===== config.mk =====
export PLATFORM = sky130hd
export DESIGN_NAME = button_click_classifier
export DESIGN_NICKNAME = d
export VERILOG_FILES = /design/src/bcc_pkg.sv /design/src/button_click_classifier.sv /design/src/bcc_cfg_regs.sv /design/src/bcc_core.sv
export SDC_FILE = /design/constraint.sdc
export NUM_CORES = 1
export LEC_CHECK = 0
export BUFFER_PORTS_ARGS = -buffer_cell sky130_fd_sc_hd__buf_2
export CORE_MARGIN = 5
export CORE_UTILIZATION = 55
export DETAILED_ROUTE_END_ITERATION = 8
export GPL_TIMING_DRIVEN = 0
export PLACE_DENSITY = 0.74
export SLEW_MARGIN = 30
export SYNTH_ARGS = -nofsm -noshare
export SYNTH_HDL_FRONTEND = slang
export SYNTH_SLANG_ARGS = --single-unit

===== constraint.sdc =====
create_clock -name clk_i -period 6.2 [get_ports clk_i]
set_input_delay 1.24 -clock clk_i [delete_from_list [all_inputs] [get_ports clk_i]]
set_output_delay 1.24 -clock clk_i [all_outputs]
set_load 0.01 [all_outputs]

===== src/bcc_pkg.sv =====
// shared types and constants for the button click classifier
package bcc_pkg;

  // age counter width; ages saturate at all ones
  localparam int unsigned COUNT_BITS = 16;
  localparam int unsigned CFG_BITS   = 16;
  localparam int unsigned CMP_BITS   = (COUNT_BITS > CFG_BITS) ? COUNT_BITS : CFG_BITS;

  // configuration port
  localparam int unsigned CFG_IDX_BITS = 2;

  localparam logic [CFG_IDX_BITS-1:0] REG_DEBOUNCE     = CFG_IDX_BITS'(0);
  localparam logic [CFG_IDX_BITS-1:0] REG_DOUBLE_CLICK = CFG_IDX_BITS'(1);
  localparam logic [CFG_IDX_BITS-1:0] REG_LONG_PRESS   = CFG_IDX_BITS'(2);

  localparam logic [CFG_BITS-1:0] DEBOUNCE_RST     = CFG_BITS'(50);
  localparam logic [CFG_BITS-1:0] DOUBLE_CLICK_RST = CFG_BITS'(500);
  localparam logic [CFG_BITS-1:0] LONG_PRESS_RST   = CFG_BITS'(2000);

  // stream data widths
  localparam int unsigned S_DATA_BITS = 8;
  localparam int unsigned M_DATA_BITS = 8;

  typedef logic [COUNT_BITS-1:0] age_t;

  localparam age_t AGE_MAX = {COUNT_BITS{1'b1}};

  // gesture codes
  typedef enum logic [1:0] {
    EV_NONE   = 2'd0,
    EV_SINGLE = 2'd1,
    EV_DOUBLE = 2'd2,
    EV_LONG   = 2'd3
  } event_e;

  // timing thresholds handed to the classifier core
  typedef struct packed {
    logic [CFG_BITS-1:0] debounce_ms;
    logic [CFG_BITS-1:0] double_click_ms;
    logic [CFG_BITS-1:0] long_press_ms;
  } cfg_t;

  // one result item
  typedef struct packed {
    logic   held;
    event_e event_res;
  } result_t;

endpackage


===== src/button_click_classifier.sv =====
// top level of the button click classifier
//
// Usage: one active-low button sample per millisecond tick enters on the
// slave stream (s_axis_*); bit 0 of tdata is the pin level. Each accepted
// sample yields exactly one result on the master stream (m_axis_*): the
// gesture found on that tick (none, single, double, long) and the held flag.
// Thresholds are set through the write port (cfg_we_i, cfg_idx_i,
// cfg_wdata_i): index 0 debounce, 1 double-click window, 2 long-press time,
// all in ticks; other indexes are ignored. Write only while idle.
// The result is registered and appears in the cycle after the sample transfer.
// Throughput: one sample per cycle while the output is drained; the classifier
// state update is a single pass of counter increments and compares between
// the state registers and the output register.
// Reset: thresholds return to 50 / 500 / 2000, the pin is taken as released,
// both ages restart from zero and no result is pending.
// Stall: the output register holds its result while m_axis_tready_i is low;
// s_axis_tready_o drops only while that register is full and not drained.
module button_click_classifier (
  input  logic                                clk_i,
  input  logic                                rst_ni,
  // slave stream
  input  logic                                s_axis_tvalid_i,
  output logic                                s_axis_tready_o,
  input  logic [bcc_pkg::S_DATA_BITS-1:0]     s_axis_tdata_i,  // [0] raw_level
  // master stream
  output logic                                m_axis_tvalid_o,
  input  logic                                m_axis_tready_i,
  output logic [bcc_pkg::M_DATA_BITS-1:0]     m_axis_tdata_o,  // [1:0] event_res, [2] held
  // configuration write port
  input  logic                                cfg_we_i,
  input  logic [bcc_pkg::CFG_IDX_BITS-1:0]    cfg_idx_i,
  input  logic [bcc_pkg::CFG_BITS-1:0]        cfg_wdata_i
);

  bcc_pkg::cfg_t    cfg;
  bcc_pkg::result_t res;
  bcc_pkg::result_t res_q;
  logic             out_valid_q, out_valid_d;
  logic             in_xfer;

  bcc_cfg_regs u_cfg (
    .clk_i       (clk_i),
    .rst_ni      (rst_ni),
    .cfg_we_i    (cfg_we_i),
    .cfg_idx_i   (cfg_idx_i),
    .cfg_wdata_i (cfg_wdata_i),
    .cfg_o       (cfg)
  );

  // accept whenever the output register is empty or draining
  assign s_axis_tready_o = !out_valid_q || m_axis_tready_i;
  assign in_xfer         = s_axis_tvalid_i && s_axis_tready_o;

  bcc_core u_core (
    .clk_i       (clk_i),
    .rst_ni      (rst_ni),
    .step_i      (in_xfer),
    .raw_level_i (s_axis_tdata_i[0]),
    .cfg_i       (cfg),
    .res_o       (res)
  );

  // output register valid tracking
  always_comb begin
    out_valid_d = out_valid_q;
    if (in_xfer) begin
      out_valid_d = 1'b1;
    end else if (m_axis_tready_i) begin
      out_valid_d = 1'b0;
    end
  end

  always_ff @(posedge clk_i or negedge rst_ni) begin
    if (!rst_ni) begin
      out_valid_q <= 1'b0;
    end else begin
      out_valid_q <= out_valid_d;
    end
  end

  // result payload, loaded on each input transfer
  always_ff @(posedge clk_i) begin
    if (in_xfer) begin
      res_q <= res;
    end
  end

  assign m_axis_tvalid_o = out_valid_q;
  assign m_axis_tdata_o  = {5'b00000, res_q.held, res_q.event_res};

endmodule


===== src/bcc_cfg_regs.sv =====
// configuration register bank for the button click classifier
module bcc_cfg_regs (
  input  logic                                clk_i,
  input  logic                                rst_ni,
  input  logic                                cfg_we_i,
  input  logic [bcc_pkg::CFG_IDX_BITS-1:0]    cfg_idx_i,
  input  logic [bcc_pkg::CFG_BITS-1:0]        cfg_wdata_i,
  output bcc_pkg::cfg_t                       cfg_o
);

  bcc_pkg::cfg_t cfg_q, cfg_d;

  // register decode, unknown index is dropped
  always_comb begin
    cfg_d = cfg_q;
    if (cfg_we_i) begin
      unique case (cfg_idx_i)
        bcc_pkg::REG_DEBOUNCE:     cfg_d.debounce_ms     = cfg_wdata_i;
        bcc_pkg::REG_DOUBLE_CLICK: cfg_d.double_click_ms = cfg_wdata_i;
        bcc_pkg::REG_LONG_PRESS:   cfg_d.long_press_ms   = cfg_wdata_i;
        default: ;
      endcase
    end
  end

  always_ff @(posedge clk_i or negedge rst_ni) begin
    if (!rst_ni) begin
      cfg_q.debounce_ms     <= bcc_pkg::DEBOUNCE_RST;
      cfg_q.double_click_ms <= bcc_pkg::DOUBLE_CLICK_RST;
      cfg_q.long_press_ms   <= bcc_pkg::LONG_PRESS_RST;
    end else begin
      cfg_q <= cfg_d;
    end
  end

  assign cfg_o = cfg_q;

endmodule


===== src/bcc_core.sv =====
// gesture state and per-tick next-state logic
module bcc_core (
  input  logic               clk_i,
  input  logic               rst_ni,
  input  logic               step_i,
  input  logic               raw_level_i,
  input  bcc_pkg::cfg_t      cfg_i,
  output bcc_pkg::result_t   res_o
);

  logic              last_level_q, last_level_d;
  logic              pressed_q, pressed_d;
  logic              waiting_q, waiting_d;
  logic              long_fired_q, long_fired_d;
  bcc_pkg::age_t     press_age_q, press_age_d;
  bcc_pkg::age_t     release_age_q, release_age_d;

  logic [bcc_pkg::CMP_BITS-1:0] press_cmp, release_cmp;
  logic [bcc_pkg::CMP_BITS-1:0] deb_cmp, dbl_cmp, long_cmp;
  bcc_pkg::event_e   ev;

  // widen thresholds and ages to a common compare width
  assign deb_cmp  = bcc_pkg::CMP_BITS'(cfg_i.debounce_ms);
  assign dbl_cmp  = bcc_pkg::CMP_BITS'(cfg_i.double_click_ms);
  assign long_cmp = bcc_pkg::CMP_BITS'(cfg_i.long_press_ms);

  always_comb begin
    // saturating age update
    press_age_d   = (press_age_q == bcc_pkg::AGE_MAX) ? press_age_q
                                                      : press_age_q + 1'b1;
    release_age_d = (release_age_q == bcc_pkg::AGE_MAX) ? release_age_q
                                                        : release_age_q + 1'b1;
    pressed_d    = pressed_q;
    waiting_d    = waiting_q;
    long_fired_d = long_fired_q;
    last_level_d = raw_level_i;
    ev           = bcc_pkg::EV_NONE;

    release_cmp = bcc_pkg::CMP_BITS'(release_age_d);
    press_cmp   = bcc_pkg::CMP_BITS'(press_age_d);

    // edge handling
    if (last_level_q && !raw_level_i) begin
      if (release_cmp >= deb_cmp) begin
        pressed_d    = 1'b1;
        press_age_d  = '0;
        long_fired_d = 1'b0;
        if (waiting_q) begin
          waiting_d = 1'b0;
          ev        = bcc_pkg::EV_DOUBLE;
        end
      end
    end else if (!last_level_q && raw_level_i) begin
      pressed_d = 1'b0;
      if (!long_fired_q && (press_cmp < long_cmp)) begin
        waiting_d = 1'b1;
      end
      release_age_d = '0;
    end

    // timer checks on the post-edge state
    press_cmp   = bcc_pkg::CMP_BITS'(press_age_d);
    release_cmp = bcc_pkg::CMP_BITS'(release_age_d);
    if (pressed_d && !long_fired_d && (press_cmp >= long_cmp)) begin
      long_fired_d = 1'b1;
      ev           = bcc_pkg::EV_LONG;
    end
    if (waiting_d && (release_cmp >= dbl_cmp)) begin
      waiting_d = 1'b0;
      ev        = bcc_pkg::EV_SINGLE;
    end
  end

  // state advances once per accepted sample
  always_ff @(posedge clk_i or negedge rst_ni) begin
    if (!rst_ni) begin
      last_level_q  <= 1'b1;
      pressed_q     <= 1'b0;
      waiting_q     <= 1'b0;
      long_fired_q  <= 1'b0;
      press_age_q   <= '0;
      release_age_q <= '0;
    end else if (step_i) begin
      last_level_q  <= last_level_d;
      pressed_q     <= pressed_d;
      waiting_q     <= waiting_d;
      long_fired_q  <= long_fired_d;
      press_age_q   <= press_age_d;
      release_age_q <= release_age_d;
    end
  end

  assign res_o.held      = pressed_d;
  assign res_o.event_res = ev;

endmodule


==> impl_summary.md, run 1 <==
Clock network
Hold repair after CTS inserted 0 buffers. The TritonCTS clock tree is done. The H-tree was split into 3 levels. Once the clock tree was built, the setup fixing pass inserted 0 buffers.

For this design, the sink count on the clock tree is 88. The number of buffers on the longest clock path is 2. The root buffer selected by CTS is sky130_fd_sc_hd__clkbuf_8. The number of clock buffers added by TritonCTS is 9. The clock-pin slew of the registers on the worst-case setup and hold paths is roughly 0.09 ns. The clock insertion delay at the later pin of the skew report is between 0.3 and 0.4 ns. The post-cts gate resize count is 0.

Route
In the routed design, unresolved DRC markers number 0. In the routed layout, each cell is associated on average with a via count of between 5 and 6. The post-detailed-route count of antenna-violating nets is 0. The number of iterations in the first detailed-routing pass is 4.

The total number of vias is 4737. For this block, the initial DRC count from the detailed router was 260. The detailed-route wire length is around 14000 um. The wire length per cell is 16.9 um.

Finish
The sequential cells in the finished layout cover a total of 2240 sq um. The signed area change from the synthesized netlist to the final layout is 9.52%. The library cells used most frequently in the layout, excluding fill and tap cells, are 84 x sky130_fd_sc_hd__nand2_1, 69 x sky130_fd_sc_hd__dfrtp_1, 65 x sky130_fd_sc_hd__ha_1. The most common library cell in the layout ignoring fill and taps is sky130_fd_sc_hd__nand2_1. The fraction of final layout cells with drive strength greater than 1 is 0.165. The repair_antennas step left the layout with diodes totalling 0.

The layout has 963 filler cells. The final layout contains about 800 nets. The multi-input gate area in the final layout is 3360 sq um.

Synthesis
The mapped netlist covers slightly below 6000 sq um. sky130_fd_sc_hd__dfrtp_1 takes more of the synthesized area than any other cell. In this run, synthesis inferred 3 flip-flops with an integrated enable.

Yosys attributes the largest share of cell area to sky130_fd_sc_hd__dfrtp_1 29%, sky130_fd_sc_hd__ha_1 14%, sky130_fd_sc_hd__dfstp_2 7.1%. During synthesis, Yosys emitted a total of 0 warnings. The fraction of the yosys area taken by sequential cells is 0.377. Counting flops and latches in the post-synthesis netlist gives slightly below 90. The synthesized area per cell is slightly above 9 sq um. The post-synthesis cell count is 649. In the synthesized netlist the dominant register cell turns out to be sky130_fd_sc_hd__dfrtp_1. Counting flops with an async set or reset pin after synthesis yields a share of 0.966.

The count of distinct cell types in the synthesized netlist is 54. The share of synthesized area in the top cell type comes to 0.291.

STA
The number of pins with negative max-slew slack in the final report is 0. In this run the tightest slew margin relative to its limit is 0.479. Setup violations remaining at the end of the flow were counted as 0. Static timing analysis puts the maximum clock frequency at 0.175 GHz.

Setup repair after global routing left no endpoint under its margin. The setup clock skew after layout is 0.0153 ns. The accumulated negative setup slack is 0 ns. The transition time of the tightest slew-check pin is 0.773 ns. The final critical-path share of the clock period is 0.921. The number of failing hold endpoints at the final stage is 0. The smallest clock period supported by the final layout is computed as 5.71 ns.

Setup path
The startpoint of the lowest-slack register-to-register path is u_core.release_age_q[0]. The reg2reg setup slack is 0.49 ns. Data on the critical path is required at its endpoint by between 6 and 7 ns.

Data on the critical path arrives at its endpoint at 5.83 ns. The startpoint type of the worst setup path is a register. Of all nets on the critical path, the largest fanout is 10. The endpoint class of the critical path is a register. The startpoint-to-endpoint class of the critical path is reg -> reg. The first element of the critical path is u_core.release_age_q[0].

Floorplanning
The standard cell core area is 10700 sq um. The die covers between 10000 and 15000 sq um. The floorplan has 38 rows. Pin placement for this block handled 41 I/O pins.

The floorplan die width is between 100 and 150 um. For this configuration, the core starts out at a cell density of 0.554. The floorplan die height is 114 um.

Placement
In this run the tool buffered the top-level ports with 28 buffer cells. The routability-driven placement congestion ratio is 0.916. The HPWL after detailed placement is 11200 um.

GRT
The met1 demand-to-capacity share in global routing is 0.293. Entering global routing, the biggest net connects between 50 and 60 pins. For this run, the total global-route usage over all layers was measured as 0.235.

The met2 track demand over resource is 0.410. The global routing stage identified its most utilized layer as met2. The via count of the first global-routing pass is 4879. After global routing the overflow that remains totals 0.

The wire length of the first global-routing pass is roughly 24000 um. The initial antenna violation count was 0. For met3 alone, demand over resource in global routing was 0.0446.

Power and ir drop
The analysis attributes to cell leakage a power of 3.19 nW. Power comes to 1.82 mW. The maximum vdd drop is 0.246 mV. Power spread over the standard cell area amounts to about 280 nW/um^2.

Flow run
The max-capacitance violation count is 0.

Status
The run finished with clean final reports.

Hold path
In this run the most critical hold path is launched from u_core.last_level_q. The class of the most critical hold timing path is reg -> reg.
cells in the mapped netlist (7+ instances only):
| library cell | number |
|---|---|
| sky130_fd_sc_hd__o31ai_1 | 15 |
| sky130_fd_sc_hd__nand4_1 | 9 |
| sky130_fd_sc_hd__and3_1 | 9 |
| sky130_fd_sc_hd__nand2_1 | 84 |
| sky130_fd_sc_hd__inv_1 | 64 |
| sky130_fd_sc_hd__nand2b_1 | 8 |
| sky130_fd_sc_hd__o21ai_0 | 46 |
| sky130_fd_sc_hd__clkbuf_1 | 14 |
| sky130_fd_sc_hd__dfrtp_1 | 69 |
| sky130_fd_sc_hd__nand3_1 | 19 |
| sky130_fd_sc_hd__nor3_1 | 7 |
| sky130_fd_sc_hd__dfstp_2 | 16 |
| sky130_fd_sc_hd__mux2_2 | 37 |
| sky130_fd_sc_hd__ha_1 | 65 |
| sky130_fd_sc_hd__xor2_1 | 16 |
| sky130_fd_sc_hd__and2_1 | 21 |
| sky130_fd_sc_hd__nor2_1 | 38 |
| sky130_fd_sc_hd__a21oi_1 | 24 |
| sky130_fd_sc_hd__xnor2_1 | 8 |
flip-flops by register name, summed over array words and instances (netlist names):
name,cells
u_core.last_level_q,1
u_core.press_age_q,16
u_core.waiting_q,1
u_core.long_fired_q,1
u_core.release_age_q,16
u_cfg.cfg_o,48
m_axis_tdata_o,3
u_core.pressed_q,1
m_axis_tvalid_o,1
power by group:
group	internal, mW	switching, mW
logic	0.272	0.353
clock network	0.187	0.222
registers	0.694	0.0932
layer usage:
metal | part of all wire | vias to the layer above
li1 | - | 2328
met1 | 0.43 | 2311
met5 | 0 | -
met3 | 0.035 | 25
met2 | 0.51 | 73
met4 | 0.021 | 0
per-stage QoR:
stage               instance area, sq um  hold slack (ns)  setup slack, ns  utilization  instances
floorplan                           5940            0.451             1.42            -        653
global placement                    6260            0.459            0.219        0.585        821
detailed placement                  6290            0.481            0.367        0.588        822
CTS                                 6490            0.495            0.339        0.606        838
global route                        6490            0.527           0.0163        0.607        838
finish                              6490            0.491            0.489        0.607        838
cell families (layout without fill, tap and decap cells):
| logic type | Yosys count | count (layout) | share of synthesized area |
|---|---|---|---|
| multiplexers | 43 | 43 | 0.0815 |
| XOR/XNOR | 24 | 24 | 0.0355 |
| adder cells (fa/ha/maj) | 65 | 65 | 0.137 |
| AND/OR/NAND/NOR | 218 | 218 | 0.179 |
| flip-flops | 88 | 88 | 0.377 |
| AO/OA/AOI/OAI | 123 | 123 | 0.129 |
| buffers and inverters | 87 | 132 | 0.0602 |
| other | 1 | 5 | 0.000633 |
path summary, 6_finish.rpt:
| check | endpoint | cells past startpoint |
|---|---|---|
| max | m_axis_tdata_o[1] | 22 |
| min | u_core.last_level_q | 2 |
| max reg2reg | m_axis_tdata_o[1] | 22 |
| min reg2reg | u_core.last_level_q | 2 |
| max in group asynchronous | u_core.last_level_q | 2 |
| min in group asynchronous | u_cfg.cfg_o[15] | 1 |
cell type report:
type	count	area share
clock inverter	7	0.0108
buffer	23	0.0179
tap	140	0.0270
clock buffer	9	0.0191
multi-input combinational	478	0.517
timing repair buffer	29	0.0268
sequential	88	0.345
inverter	64	0.0370
critical path, cell delays in order (launching register included):
cell and delay, ns:
sky130_fd_sc_hd__dfrtp_1 0.47, sky130_fd_sc_hd__ha_1 0.30, sky130_fd_sc_hd__nand4_1 0.26, sky130_fd_sc_hd__nor2_1 0.43, sky130_fd_sc_hd__mux2i_1 0.35, sky130_fd_sc_hd__inv_1 0.08, sky130_fd_sc_hd__ha_1 0.28, sky130_fd_sc_hd__o211ai_1 0.17
sky130_fd_sc_hd__a21oi_1 0.06, sky130_fd_sc_hd__o41ai_1 0.56, sky130_fd_sc_hd__a211oi_1 0.16, sky130_fd_sc_hd__or2_1 0.29, sky130_fd_sc_hd__buf_2 0.21, sky130_fd_sc_hd__buf_2 0.21, sky130_fd_sc_hd__nor2_1 0.12, sky130_fd_sc_hd__ha_1 0.23
sky130_fd_sc_hd__o21ai_0 0.14, sky130_fd_sc_hd__o21a_1 0.14, sky130_fd_sc_hd__o21ai_0 0.16, sky130_fd_sc_hd__a2111oi_2 0.58, sky130_fd_sc_hd__a21oi_1 0.10, sky130_fd_sc_hd__nor2_1 0.11, sky130_fd_sc_hd__nor3_1 0.05
No activity file was read; power rests on OpenSTA's default activity.
==> run 2, diff against run 1 <==
Settings changed: ABC_AREA set to 1.
==> run 2 against run 1 <==
Via count increased by 10%. Area after synthesis grew 0.59%. Die area rose by 0.54%.
==> impl_summary.md, run 2 <==
STA
The clock period could shrink to 5.08 ns. Based on the critical path, the design can be clocked at up to ~0.20 GHz. Setup total negative slack on the finished layout was measured at 0 ns. The final critical-path share of the clock period is 0.819. The final setup violation count is 0. After layout, the worst setup slack is 1.12 ns. The transition time of the tightest slew-check pin is around 0.65 ns. Setup repair after global routing left no endpoint under its margin. The setup clock skew after layout is 0.0162 ns. The number of failing hold endpoints at the final stage is 0. The final-layout worst hold slack is 0.493 ns.

The number of pins with negative max-slew slack in the final report came to 0. The worst slew slack as a fraction of its limit is 0.568.

Floorplanning
For this design the top-level I/O count stands at 41. The floorplan step defined a die boundary enclosing 13000 sq um. The initial utilization of the core area, before any placement, comes to 0.555. The die is 114 um wide. From bottom edge to top edge, the die measures 114 um. The placement row count is 38. The standard cell core area is 10700 sq um.

Setup path
Setup slack on the worst reg-to-reg path comes out at 1.12 ns. Counting stages on the worst path, the most repeated cell is sky130_fd_sc_hd__nand2_1. The cell family contributing the most delay on the critical path is simple AND/OR/NAND/NOR gates. The critical path is of the reg -> reg type. The endpoint class of the critical path is a register. The worst path required time is ~6.4 ns. The worst setup path is launched from a register. The number of cells on the worst reg-to-reg path is 29. On the worst path, the slowest cell contributes a delay of around 0.45 ns.

In this run the worst path has a maximum fanout of 10. The worst flop-to-flop path endpoint is m_axis_tdata_o[1]. The master of the slowest instance on the critical path is sky130_fd_sc_hd__dfrtp_1.

At the worst endpoint, the arrival time is 5.29 ns. The worst path buffer plus inverter count is 3. The startpoint of the lowest-slack register-to-register path is u_core.release_age_q[0].

Synthesis
The fraction of the yosys area taken by sequential cells is 0.375. The most used flip-flop cell after synthesis is sky130_fd_sc_hd__dfrtp_1. For this run, asynchronously set or reset flops after synthesis account for 0.966. The cell accounting for the most synthesized area is sky130_fd_sc_hd__dfrtp_1. The Yosys warning count is 0.

The count of distinct cell types in the synthesized netlist is 39. The synthesized design contains around 90 register bits. The proportion of netlist area held by the largest area contributor is 0.290. The average instance in the mapped netlist occupies 7.59 sq um. By count the netlist is led by 188 x sky130_fd_sc_hd__nand2_1, 132 x sky130_fd_sc_hd__inv_1, 90 x sky130_fd_sc_hd__o21ai_0. The number of enable-type register cells in the synthesized netlist is 3. After synthesis the cells add up to 5960 sq um. Sorting the synthesized cells by area gives the leading types as sky130_fd_sc_hd__dfrtp_1 29%, sky130_fd_sc_hd__ha_1 14%, sky130_fd_sc_hd__nand2_1 12%. sky130_fd_sc_hd__nand2_1 is the most common cell in the netlist. The cell count after synthesis came out at ~800.

Power and ir drop
The leakage power is 3.43 nW. The maximum vdd drop is 0.158 mV. The areal power density over the cells is ~300 nW/um^2.

Hold path
The worst hold endpoint is u_cfg.cfg_o[6]. The worst hold path was traced through 2 stages. The class of the most critical hold timing path is reg -> reg. The beginning of the worst hold path is u_cfg.cfg_o[6].

Finish
The library cell used most frequently in the layout, excluding fill and tap cells, is sky130_fd_sc_hd__nand2_1. The final core area utilization is 0.610. For this run, the post-layout net count is 926. The fraction of final layout cells with drive strength greater than 1 is 0.116.

The flip-flop count of the largest register after layout is 48. The signed area change from the synthesized netlist to the final layout is 9.90%. Once layout is complete, the cells apart from fillers number 975. In the layout the commonest cells are 188 x sky130_fd_sc_hd__nand2_1, 132 x sky130_fd_sc_hd__inv_1, 90 x sky130_fd_sc_hd__o21ai_0. 0 antenna diodes ended up in the layout.

Placement
Port buffering added 28 buffers. The congestion estimate from routability-driven global placement came to 0.884. Summed over all nets, the half-perimeter wirelength after detailed placement is about 12000 um. In this run, placement finished with an instance count of roughly 960. Before CTS, the worst setup slack after placement is 1.25 ns.

GRT
The first global-routing pass estimated 24300 um of wire. The leftover overflow at the end of global routing is 0. The initial antenna violation count is 0.

The via count of the first global-routing pass is just over 5000. The overall fraction of global-route tracks in use is 0.236. The pin count of the biggest net entering global routing is 56.

Clock network
After clock tree synthesis, the flow added hold-fix buffers numbering 0. The clock reaches the later pin of the worst-skew pair after 0.37 ns. The number of buffers on the longest clock path is 2.

The number of setup buffers added after CTS is 0. After clock tree synthesis, the repair step resized 0 gates. The root buffer selected by CTS is sky130_fd_sc_hd__clkbuf_8.

The TritonCTS clock tree is done. The number of sinks handled by clock tree synthesis is 88. Clock tree synthesis inserted a total of 9 buffers. The H-tree was split into 3 levels. The clock-pin slew of the registers on the worst-case setup and hold paths is 0.09 ns.

Route
For this run, the detailed router's first-pass iteration total came to 5. The number of DRC violations after detailed routing is 0. In this run the remaining antenna-violating nets after routing total 0. The detailed-route wire length is 14600 um. The total number of vias is approximately 5200. The wire length per cell is 14.9 um.

The starting DRC count in detailed routing is 294. Using the TritonRoute via totals, the vias-per-cell ratio works out to 5.35.

Status
The flow ran to the end, and the final reports show no timing, DRC or antenna violations.

Flow run
Across the run, the number of max-cap violations was 0.
-- run 2: cell types whose count changed in the layout (fill, tap and decap cells not counted), moves of 15 or more --
cell                      delta
sky130_fd_sc_hd__nand2_1   +104
sky130_fd_sc_hd__o31ai_1    -15
sky130_fd_sc_hd__o21ai_0    +44
sky130_fd_sc_hd__and2_1     -19
sky130_fd_sc_hd__a21oi_1    +22
sky130_fd_sc_hd__inv_1      +68
sky130_fd_sc_hd__mux2_2     -37
-- run 2: cell type report --
class	count	area, sq um
inverters	137	514
flip-flops and latches	88	2240
plain buffers	24	119
multi-input cells	541	3110
clock buffers	9	124
repair buffers	29	174
well taps	140	175
clock inverters	7	103
fillers	998	4190
-- run 2: worst max-delay path by stage --
stage                     slack [ns]               startpoint           endpoint  cells past startpoint
after floorplan                 2.28  u_core.release_age_q[0]  m_axis_tdata_o[1]                     29
after global placement          1.32  u_core.release_age_q[0]  m_axis_tdata_o[1]                     29
after detailed placement        1.25  u_core.release_age_q[0]  m_axis_tdata_o[1]                     29
after CTS                       1.20  u_core.release_age_q[0]  m_axis_tdata_o[1]                     29
after global routing            0.60  u_core.release_age_q[0]  m_axis_tdata_o[1]                     29
final                           1.12  u_core.release_age_q[0]  m_axis_tdata_o[1]                     29
-- run 2: worst min-delay path, delay by kind of cell, from the launching register on --
family          cells  cell delay (ns)
compound gates      1             0.07
flops               1             0.38
simple gates        1             0.05
-- run 2: per-stage QoR --
step	total power, mW	instance area, sq um
3_5_place_dp	1.52	6330
5_1_grt	2.15	6550
4_1_cts	1.98	6550
6_report	1.98	6550
3_3_place_gp	1.48	6290
2_1_floorplan	1.31	5980
-- run 2: per-layer routing --
metal,track usage,vias to the layer above,wire length [um]
li1,-,2608,-
met1,0.340,2434,6940
met2,0.366,154,6430
met3,0.0312,16,906
met4,0.0823,0,298
met5,0,-,0
-- run 2: kinds of logic after synthesis --
group | after synthesis | synth area share
AND/OR/NAND/NOR | 307 | 0.230
XOR/XNOR | 15 | 0.0220
adder cells (fa/ha/maj) | 65 | 0.136
buffers and inverters | 161 | 0.106
AO/OA/AOI/OAI | 149 | 0.129
other | 1 | 0.000629
flip-flops | 88 | 0.375
-- run 2: power breakdown --
part           total, mW  switching, mW  leakage, nW  internal [mW]
clock              0.457          0.226        0.110          0.231
sequential         0.785         0.0878         1.08          0.697
combinational      0.737          0.460         2.24          0.277
total               1.98          0.773         3.43           1.21
